<file path="src/rtl/ubd_pkg.sv">
`default_nettype none

package ubd_pkg;

  // Field widths
  localparam int unsigned CLK_W  = 28;
  localparam int unsigned BAUD_W = 25;
  localparam int unsigned MANT_W = 25;
  localparam int unsigned FRAC_W = 4;
  localparam int unsigned WORD_W = MANT_W + FRAC_W;

  // Divider: 32-bit dividend/quotient, two quotient bits per stage
  localparam int unsigned DIVD_W             = 32;
  localparam int unsigned DIV_BITS_PER_STAGE = 2;
  localparam int unsigned DIV_STAGES         = DIVD_W / DIV_BITS_PER_STAGE;

  // Pipeline stage positions
  localparam int unsigned ST_IN    = 0;
  localparam int unsigned ST_MUL   = DIV_STAGES + 1;
  localparam int unsigned ST_REM   = DIV_STAGES + 2;
  localparam int unsigned ST_OUT   = DIV_STAGES + 3;
  localparam int unsigned N_STAGES = DIV_STAGES + 4;

  // Quotient / 100 fits 26 bits
  localparam int unsigned QM_W = 26;
  localparam int unsigned REM_W = 7;
  localparam int unsigned FV_W  = 11;

  localparam logic [4:0]        CLK_SCALE   = 5'd25;
  localparam logic [30:0]       RECIP_100   = 31'h51EB851F;
  localparam int unsigned       RECIP_SHIFT = 37;
  localparam logic [REM_W-1:0]  DEC_SCALE   = 7'd100;
  localparam logic [FV_W-1:0]   FRAC_BIAS   = 11'd50;
  localparam logic [FV_W-1:0]   FRAC_RECIP  = 11'd1311;
  localparam int unsigned       FRAC_SHIFT  = 17;
  localparam logic [FRAC_W-1:0] MASK_BY8    = 4'h7;
  localparam logic [FRAC_W-1:0] MASK_BY16   = 4'hF;

  // Configuration port
  localparam int unsigned APB_AW = 3;
  localparam int unsigned APB_DW = 32;
  localparam logic [APB_AW-3:0] REG_OVERSAMPLE = 1'b0;

  typedef struct packed {
    logic [DIVD_W-1:0] dq;   // dividend shifts out on top, quotient in at bottom
    logic [BAUD_W-1:0] r;
    logic [BAUD_W-1:0] b;
    logic              err;
    logic              by8;
  } div_t;

  // Restoring division, DIV_BITS_PER_STAGE quotient bits
  function automatic div_t div_step(div_t x);
    div_t          y;
    logic [BAUD_W:0] trial;
    logic [BAUD_W:0] bext;
    logic          ge;
    y = x;
    for (int i = 0; i < DIV_BITS_PER_STAGE; i++) begin
      trial = {y.r, y.dq[DIVD_W-1]};
      bext  = {1'b0, y.b};
      ge    = (trial >= bext);
      if (ge) begin
        trial = trial - bext;
      end
      y.r  = trial[BAUD_W-1:0];
      y.dq = {y.dq[DIVD_W-2:0], ge};
    end
    return y;
  endfunction

endpackage

`default_nettype wire

</file>
<file path="src/rtl/ubd_req_if.sv">
`default_nettype none

interface ubd_req_if import ubd_pkg::*; ();
  logic              valid;
  logic              ready;
  logic [CLK_W-1:0]  clock_hz;
  logic [BAUD_W-1:0] baud_rate;

  modport source (output valid, clock_hz, baud_rate, input ready);
  modport sink   (input valid, clock_hz, baud_rate, output ready);
endinterface

`default_nettype wire

</file>
<file path="src/rtl/ubd_rsp_if.sv">
`default_nettype none

interface ubd_rsp_if import ubd_pkg::*; ();
  logic              valid;
  logic              ready;
  logic [MANT_W-1:0] mantissa;
  logic [FRAC_W-1:0] fraction;
  logic [WORD_W-1:0] brr_word;
  logic              divide_error;

  modport source (output valid, mantissa, fraction, brr_word, divide_error, input ready);
  modport sink   (input valid, mantissa, fraction, brr_word, divide_error, output ready);
endinterface

`default_nettype wire

</file>
<file path="src/rtl/usart_baud_divisor.sv">
// USART baud divisor: for each request (clock_hz, baud_rate) returns the
// mantissa/fraction baud register word, with the fraction rounded to 3 bits
// (oversampling by 8) or 4 bits (by 16) and a rounding overflow dropped.
// A zero baud rate sets divide_error and zeroes the other fields. The block
// takes one request per cycle, unless backpressure stalls the pipeline,
// and answers in order through 20 register stages: one input stage, a
// 16-stage restoring divider retiring two quotient bits per stage, then
// multiply-by-reciprocal, remainder and rounding stages, the last of
// which is the output register. Each stage stalls only when it is
// full and the one after it cannot move, so bubbles are squeezed out under
// backpressure. Oversampling mode is set through register 0 of the APB
// port (bit 0, reset 0) and travels with each request.
`default_nettype none

module usart_baud_divisor import ubd_pkg::*; (
  input  logic              clk_i,
  input  logic              rst_ni,
  ubd_req_if.sink           req_i,
  ubd_rsp_if.source         rsp_o,
  input  logic              psel,
  input  logic              penable,
  input  logic              pwrite,
  input  logic [APB_AW-1:0] paddr,
  input  logic [APB_DW-1:0] pwdata,
  output logic [APB_DW-1:0] prdata,
  output logic              pready
);

  typedef struct packed {
    logic [REM_W-1:0]  q;
    logic [QM_W-1:0]   mant;
    logic              err;
    logic              by8;
  } mul_t;

  typedef struct packed {
    logic [FV_W-1:0]   fv;
    logic [MANT_W-1:0] mant;
    logic              err;
    logic              by8;
  } rem_t;

  typedef struct packed {
    logic [MANT_W-1:0] mant;
    logic [FRAC_W-1:0] frac;
    logic              err;
  } out_t;

  // Configuration
  logic by8_q;
  logic reg_hit;

  assign pready  = 1'b1;
  assign reg_hit = (paddr[APB_AW-1:2] == REG_OVERSAMPLE);
  assign prdata  = reg_hit ? {{(APB_DW-1){1'b0}}, by8_q} : '0;

  always_ff @(posedge clk_i or negedge rst_ni) begin
    if (!rst_ni) begin
      by8_q <= 1'b0;
    end else if (psel && penable && pwrite && pready && reg_hit) begin
      by8_q <= pwdata[0];
    end
  end

  // Stage flow control
  logic [N_STAGES-1:0] v_q, v_d, en;

  always_comb begin
    en[N_STAGES-1] = !v_q[N_STAGES-1] || rsp_o.ready;
    for (int k = N_STAGES - 2; k >= 0; k--) begin
      en[k] = !v_q[k] || en[k+1];
    end
    v_d[0] = en[0] ? req_i.valid : v_q[0];
    for (int k = 1; k < N_STAGES; k++) begin
      v_d[k] = en[k] ? v_q[k-1] : v_q[k];
    end
  end

  assign req_i.ready = en[ST_IN];

  always_ff @(posedge clk_i or negedge rst_ni) begin
    if (!rst_ni) begin
      v_q <= '0;
    end else begin
      v_q <= v_d;
    end
  end

  // Entry: numerator 25*clock, halved (by 8) or quartered (by 16)
  logic [CLK_W+4:0] num;
  div_t             entry_d;
  div_t             div_q [DIV_STAGES+1];

  assign num = {5'b0, req_i.clock_hz} * {{CLK_W{1'b0}}, CLK_SCALE};

  always_comb begin
    entry_d.dq  = by8_q ? num[CLK_W+4:1] : {1'b0, num[CLK_W+4:2]};
    entry_d.r   = '0;
    entry_d.b   = req_i.baud_rate;
    entry_d.err = (req_i.baud_rate == '0);
    entry_d.by8 = by8_q;
  end

  always_ff @(posedge clk_i) begin
    if (en[ST_IN]) begin
      div_q[0] <= entry_d;
    end
    for (int k = 1; k <= DIV_STAGES; k++) begin
      if (en[k]) begin
        div_q[k] <= div_step(div_q[k-1]);
      end
    end
  end

  // Quotient / 100 by reciprocal multiply
  logic [DIVD_W+30:0] recip_prod;
  mul_t               mul_d, mul_q;

  assign recip_prod = {31'b0, div_q[DIV_STAGES].dq} * {{DIVD_W{1'b0}}, RECIP_100};

  always_comb begin
    mul_d.q    = div_q[DIV_STAGES].dq[REM_W-1:0];
    mul_d.mant = recip_prod[RECIP_SHIFT +: QM_W];
    mul_d.err  = div_q[DIV_STAGES].err;
    mul_d.by8  = div_q[DIV_STAGES].by8;
  end

  always_ff @(posedge clk_i) begin
    if (en[ST_MUL]) begin
      mul_q <= mul_d;
    end
  end

  // Remainder (0..99) only needs the low bits of the difference
  logic [QM_W+6:0]  dec_prod;
  logic [REM_W-1:0] rem;
  rem_t             rem_d, rem_q;

  assign dec_prod = {7'b0, mul_q.mant} * {{QM_W{1'b0}}, DEC_SCALE};
  assign rem      = mul_q.q - dec_prod[REM_W-1:0];

  always_comb begin
    rem_d.fv   = mul_q.by8 ? ({1'b0, rem, 3'b000} + FRAC_BIAS)
                           : ({rem, 4'b0000} + FRAC_BIAS);
    rem_d.mant = mul_q.mant[MANT_W-1:0];
    rem_d.err  = mul_q.err;
    rem_d.by8  = mul_q.by8;
  end

  always_ff @(posedge clk_i) begin
    if (en[ST_REM]) begin
      rem_q <= rem_d;
    end
  end

  // Rounded fraction: fv / 100 via reciprocal, exact for fv below 1700
  logic [2*FV_W-1:0] frac_prod;
  logic [FRAC_W-1:0] frac_raw;
  out_t              out_d, out_q;

  assign frac_prod = {{FV_W{1'b0}}, rem_q.fv} * {{FV_W{1'b0}}, FRAC_RECIP};
  assign frac_raw  = frac_prod[FRAC_SHIFT +: FRAC_W];

  always_comb begin
    out_d.err  = rem_q.err;
    out_d.mant = rem_q.err ? '0 : rem_q.mant;
    out_d.frac = rem_q.err ? '0 : (frac_raw & (rem_q.by8 ? MASK_BY8 : MASK_BY16));
  end

  always_ff @(posedge clk_i) begin
    if (en[ST_OUT]) begin
      out_q <= out_d;
    end
  end

  assign rsp_o.valid        = v_q[ST_OUT];
  assign rsp_o.mantissa     = out_q.mant;
  assign rsp_o.fraction     = out_q.frac;
  assign rsp_o.brr_word     = {out_q.mant, out_q.frac};
  assign rsp_o.divide_error = out_q.err;

endmodule

`default_nettype wire

</file>
<file path="src/flat_wrapper.sv">
// flat-port wrapper written by rule: the top's interface ports become plain ports
module usart_baud_divisor_flat import ubd_pkg::*;
  (clk_i, rst_ni, psel, penable, pwrite, paddr, pwdata, prdata, pready, req_i_valid, req_i_clock_hz, req_i_baud_rate, req_i_ready, rsp_o_valid, rsp_o_mantissa, rsp_o_fraction, rsp_o_brr_word, rsp_o_divide_error, rsp_o_ready);
  ubd_req_if req_i_i ();
  ubd_rsp_if rsp_o_i ();
  input  logic clk_i;
  input  logic rst_ni;
  input  logic psel;
  input  logic penable;
  input  logic pwrite;
  input  logic [APB_AW-1:0] paddr;
  input  logic [APB_DW-1:0] pwdata;
  output logic [APB_DW-1:0] prdata;
  output logic pready;
  input wire logic [$bits(req_i_i.valid)-1:0] req_i_valid;
  input wire logic [$bits(req_i_i.clock_hz)-1:0] req_i_clock_hz;
  input wire logic [$bits(req_i_i.baud_rate)-1:0] req_i_baud_rate;
  output wire logic [$bits(req_i_i.ready)-1:0] req_i_ready;
  output wire logic [$bits(rsp_o_i.valid)-1:0] rsp_o_valid;
  output wire logic [$bits(rsp_o_i.mantissa)-1:0] rsp_o_mantissa;
  output wire logic [$bits(rsp_o_i.fraction)-1:0] rsp_o_fraction;
  output wire logic [$bits(rsp_o_i.brr_word)-1:0] rsp_o_brr_word;
  output wire logic [$bits(rsp_o_i.divide_error)-1:0] rsp_o_divide_error;
  input wire logic [$bits(rsp_o_i.ready)-1:0] rsp_o_ready;
  assign req_i_i.valid = req_i_valid;
  assign req_i_i.clock_hz = req_i_clock_hz;
  assign req_i_i.baud_rate = req_i_baud_rate;
  assign req_i_ready = req_i_i.ready;
  assign rsp_o_valid = rsp_o_i.valid;
  assign rsp_o_mantissa = rsp_o_i.mantissa;
  assign rsp_o_fraction = rsp_o_i.fraction;
  assign rsp_o_brr_word = rsp_o_i.brr_word;
  assign rsp_o_divide_error = rsp_o_i.divide_error;
  assign rsp_o_i.ready = rsp_o_ready;
  usart_baud_divisor u_core (.clk_i(clk_i), .rst_ni(rst_ni), .req_i(req_i_i), .rsp_o(rsp_o_i), .psel(psel), .penable(penable), .pwrite(pwrite), .paddr(paddr), .pwdata(pwdata), .prdata(prdata), .pready(pready));
endmodule
</file>
<file path="config.mk">
export PLATFORM = sky130hd
export DESIGN_NAME = usart_baud_divisor_flat
export DESIGN_NICKNAME = d
export VERILOG_FILES = /design/src/rtl/ubd_pkg.sv /design/src/rtl/ubd_req_if.sv /design/src/rtl/ubd_rsp_if.sv /design/src/rtl/usart_baud_divisor.sv /design/src/flat_wrapper.sv
export SDC_FILE = /design/constraint.sdc
export NUM_CORES = 2
export LEC_CHECK = 0
export BUFFER_PORTS_ARGS = -buffer_cell sky130_fd_sc_hd__buf_2
export CORE_AREA = 8 8 461 463
export CTS_BUF_LIST = sky130_fd_sc_hd__clkbuf_8 sky130_fd_sc_hd__clkbuf_16
export DETAILED_ROUTE_END_ITERATION = 12
export DIE_AREA = 0 0 469 471
export GPL_ROUTABILITY_DRIVEN = 0
export PLACE_DENSITY = 0.83
export RECOVER_POWER = 50
export SLEW_MARGIN = 25
export SYNTH_ARGS = -nofsm -noshare
export SYNTH_HDL_FRONTEND = slang
export SYNTH_SLANG_ARGS = --single-unit
</file>
<file path="constraint.sdc">
create_clock -name clk_i -period 11.5 [get_ports clk_i]
set_input_delay 1.15 -clock clk_i [delete_from_list [all_inputs] [get_ports clk_i]]
set_output_delay 1.15 -clock clk_i [all_outputs]
set_load 0.05 [all_outputs]
</file>
==> reports/metrics.yaml <==
crit_fanout: 61
cts_tree: "done"
synth_cell_types: 99
hold_viol_final: 0
place_hpwl_um: 204000
fill_cells: 15900
ios: 189
cts_made_buffers: 151
ff2ff_path_depth: 25
maxCapViolations: 12
post-synth-top-area-fraction_pct: 38.9
final_antenna_net_count: 0
grt_overflow: 0
wl_um: 258000
core_region_area_sq_um: 206000
start_util_pct: 54.5
drive_gt1_share_pct: 7.79
drv_slew: 555
cp.required_ns: 10.35
yosysWarnings: 0
period_minus_slack_ns: 8.82
crit_slowest_cell: "nand3_1"
grt_usage_pct: 22.6
violations: "max-capacitance violations, max-slew violations"
tightest_slew_ns: 4.54
placementRows: 167
synth_seq_cells: 1473
rsz0062_at_grt: "false"
setup_viol: 0
drt_iter0_markers: 5847
num_vias: 79700
cts.repair.resized: 0
r2r_slack_ns: 2.84
cts.sinks: 1473
tns_ns: 0
max_freq_ghz: 0.113
syn_area_sq_um: 112000
path_delay_family: "simple AND/OR/NAND/NOR gates"
htreeDepth: 4
clkTransAtPathRegs_ns: 0.06
cp-startpoint: "rsp_o_ready"
status: "finished with violations"
grt_pass1_wl_um: 414000
floorplan.die_area_sq_um: 221000
grt_max_degree: 86
yosys-top-cells-area: "edfxtp_1 39%, ha_1 15%, fa_1 8.3%, inv_1 4.9%, mux2_2 4.1%"
synth-edff-count: 1452
drcViolationCount: 0
clkLatencyLatePin_ns: 0.82
avgSynthCellArea_sq_um: 10.8
viasPerCell: 5.97
drt-pass1-iter-count: 8
die-width_um: 469
clockBufferDepth: 3
cts_root_buf: "clkbuf_16"
yosys-top-cells-count: "1469 x inv_1, 1452 x edfxtp_1, 1327 x ha_1"
worst_slew_margin_rel_pct: -203
seq_area_frac_synth_pct: 39.4
ys_async_sr_fraction_pct: 1.43
path_depth: 14
num-nets-final: 12400
synthFlopType: "edfxtp_1"
crit_buf_inv: 4
post_cts_buffers: 0
path_cells: "buf_2 > nor2b_1 > and3_1 > nand3_1 > nor2_1 > and3_1 > and3_1 > nand3_4 > nor2_1 > clkinv_2 > nor2_1 > nand4_1 > buf_4 > buf_2"
syn_inst: 10400
critPathArrivalTime_ns: 7.67
synth.most_common_cell: "inv_1"
end_kind: "output port"
cpPeakStageDelay_ns: 1.22
die_y_um: 471
startpoint_type: "primary input"
grt_pass1_vias: 82800
hold_path.class: "reg2reg"
portBuffers: 123
synth_top_cell_by_area: "edfxtp_1"
timing.rr.start: "u_core.div_q[0][1400]"
antenna_found_initial: 3
wire_per_inst_um: 19.3
min_period_over_period_pct: 76.7
r2r_end: "u_core.mul_q[21]"
fin_worst_skew_ns: 0.0413
criticalPathCategory: "in2out"
area_delta_synth_final_pct: 7.50
crit_path_end: "req_i_ready"
holdBufCountCts: 0
## sequential cells by signal, summed over array words and instances, names as in the netlist
name / flops
u_core.rem_q: 34
u_core.rsp_o.divide_error: 1
u_core.v_q: 20
u_core.by8_q: 1
u_core.out_d: 1
u_core.rsp_o.mantissa: 25
u_core.mul_q: 34
u_core.div_q: 1353
u_core.rsp_o.fraction: 4
## placed cells by master (no fill, tap or decap), types with 35 or more instances in the layout
cell / count
inv_1: 1496
xnor2_1: 463
o21ai_0: 521
o21bai_1: 87
nor3_1: 135
and3_1: 57
o211ai_1: 38
o31a_1: 38
buf_4: 35
or2_2: 37
o31ai_1: 58
nand2_1: 530
nor2_1: 510
buf_2: 49
edfxtp_1: 1452
or3_1: 38
a21oi_1: 687
ha_1: 1327
nor2b_1: 117
fa_1: 466
and2_1: 54
a21o_1: 333
mux2_2: 410
nand4_1: 116
nor4_1: 43
xor2_1: 200
clkbuf_1: 86
nand2b_1: 106
a21boi_0: 40
a31oi_1: 58
mux2i_1: 49
o21a_1: 140
nand3_1: 124
clkbuf_16: 153
a211oi_1: 70
## layout make-up
cell class                      count  area (sq um)  area share [%]
Tap cell                         2704          3380            2.81
Inverter                         1477          5550            4.61
Timing Repair Buffer              172           870           0.722
Clock inverter                    114          1050           0.874
Multi-Input combinational cell   7256         61600            51.2
Antenna cell                        1          2.50         0.00208
Clock buffer                      156          3870            3.21
Sequential cell                  1473         44100            36.6
## worst min-delay path by stage
stage | depth (start not counted) | end | slack (ns) | from
2_1_floorplan | 0 | u_core.div_q[0][1000] | 0.40 | u_core.div_q[0][914]
3_3_place_gp | 0 | u_core.div_q[0][1420] | 0.40 | u_core.div_q[0][1334]
3_5_place_dp | 0 | u_core.div_q[0][1146] | 0.40 | u_core.div_q[0][1060]
4_1_cts | 1 | u_core.by8_q | 0.38 | rst_ni
5_1_grt | 0 | u_core.rem_q[24] | 0.42 | u_core.mul_q[24]
6_report | 0 | u_core.div_q[0][559] | 0.39 | u_core.div_q[0][473]
## cells by family after synthesis
family	count (synthesis)	share of synthesized area, %
xor gates and xnor gates	663	5.18
AOI/OAI and AO/OA	2341	13.4
DFF	1473	39.4
adders and majority gates	1793	23.1
and+or+nand+nor	1961	8.47
muxes	466	4.63
buffers and inverters	1671	5.86
other	2	0.00670
## stage by stage
stage	area (sq um)	hold WS, ns	util (%)	cells	worst slack [ns]
2_1_floorplan	112000	0.400	-	10400	0.151
3_3_place_gp	116000	0.401	56.3	13100	3.33
3_5_place_dp	116000	0.405	56.3	13100	3.14
4_1_cts	121000	0.379	58.7	13400	3.06
5_1_grt	120000	0.418	58.6	13400	2.14
6_report	120000	0.394	58.6	13400	2.68
## metal layers
metal	part of all wire (%)	GRT usage, %	vias up
li1	-	-	37300
met1	38	25.5	38300
met2	50	40.7	3112
met3	6.0	3.93	944
met4	5.8	11.7	2
met5	0.0031	0	-
Power is not shown: default switching activity piles up to over one toggle a cycle in this logic, so the estimate is an artifact.
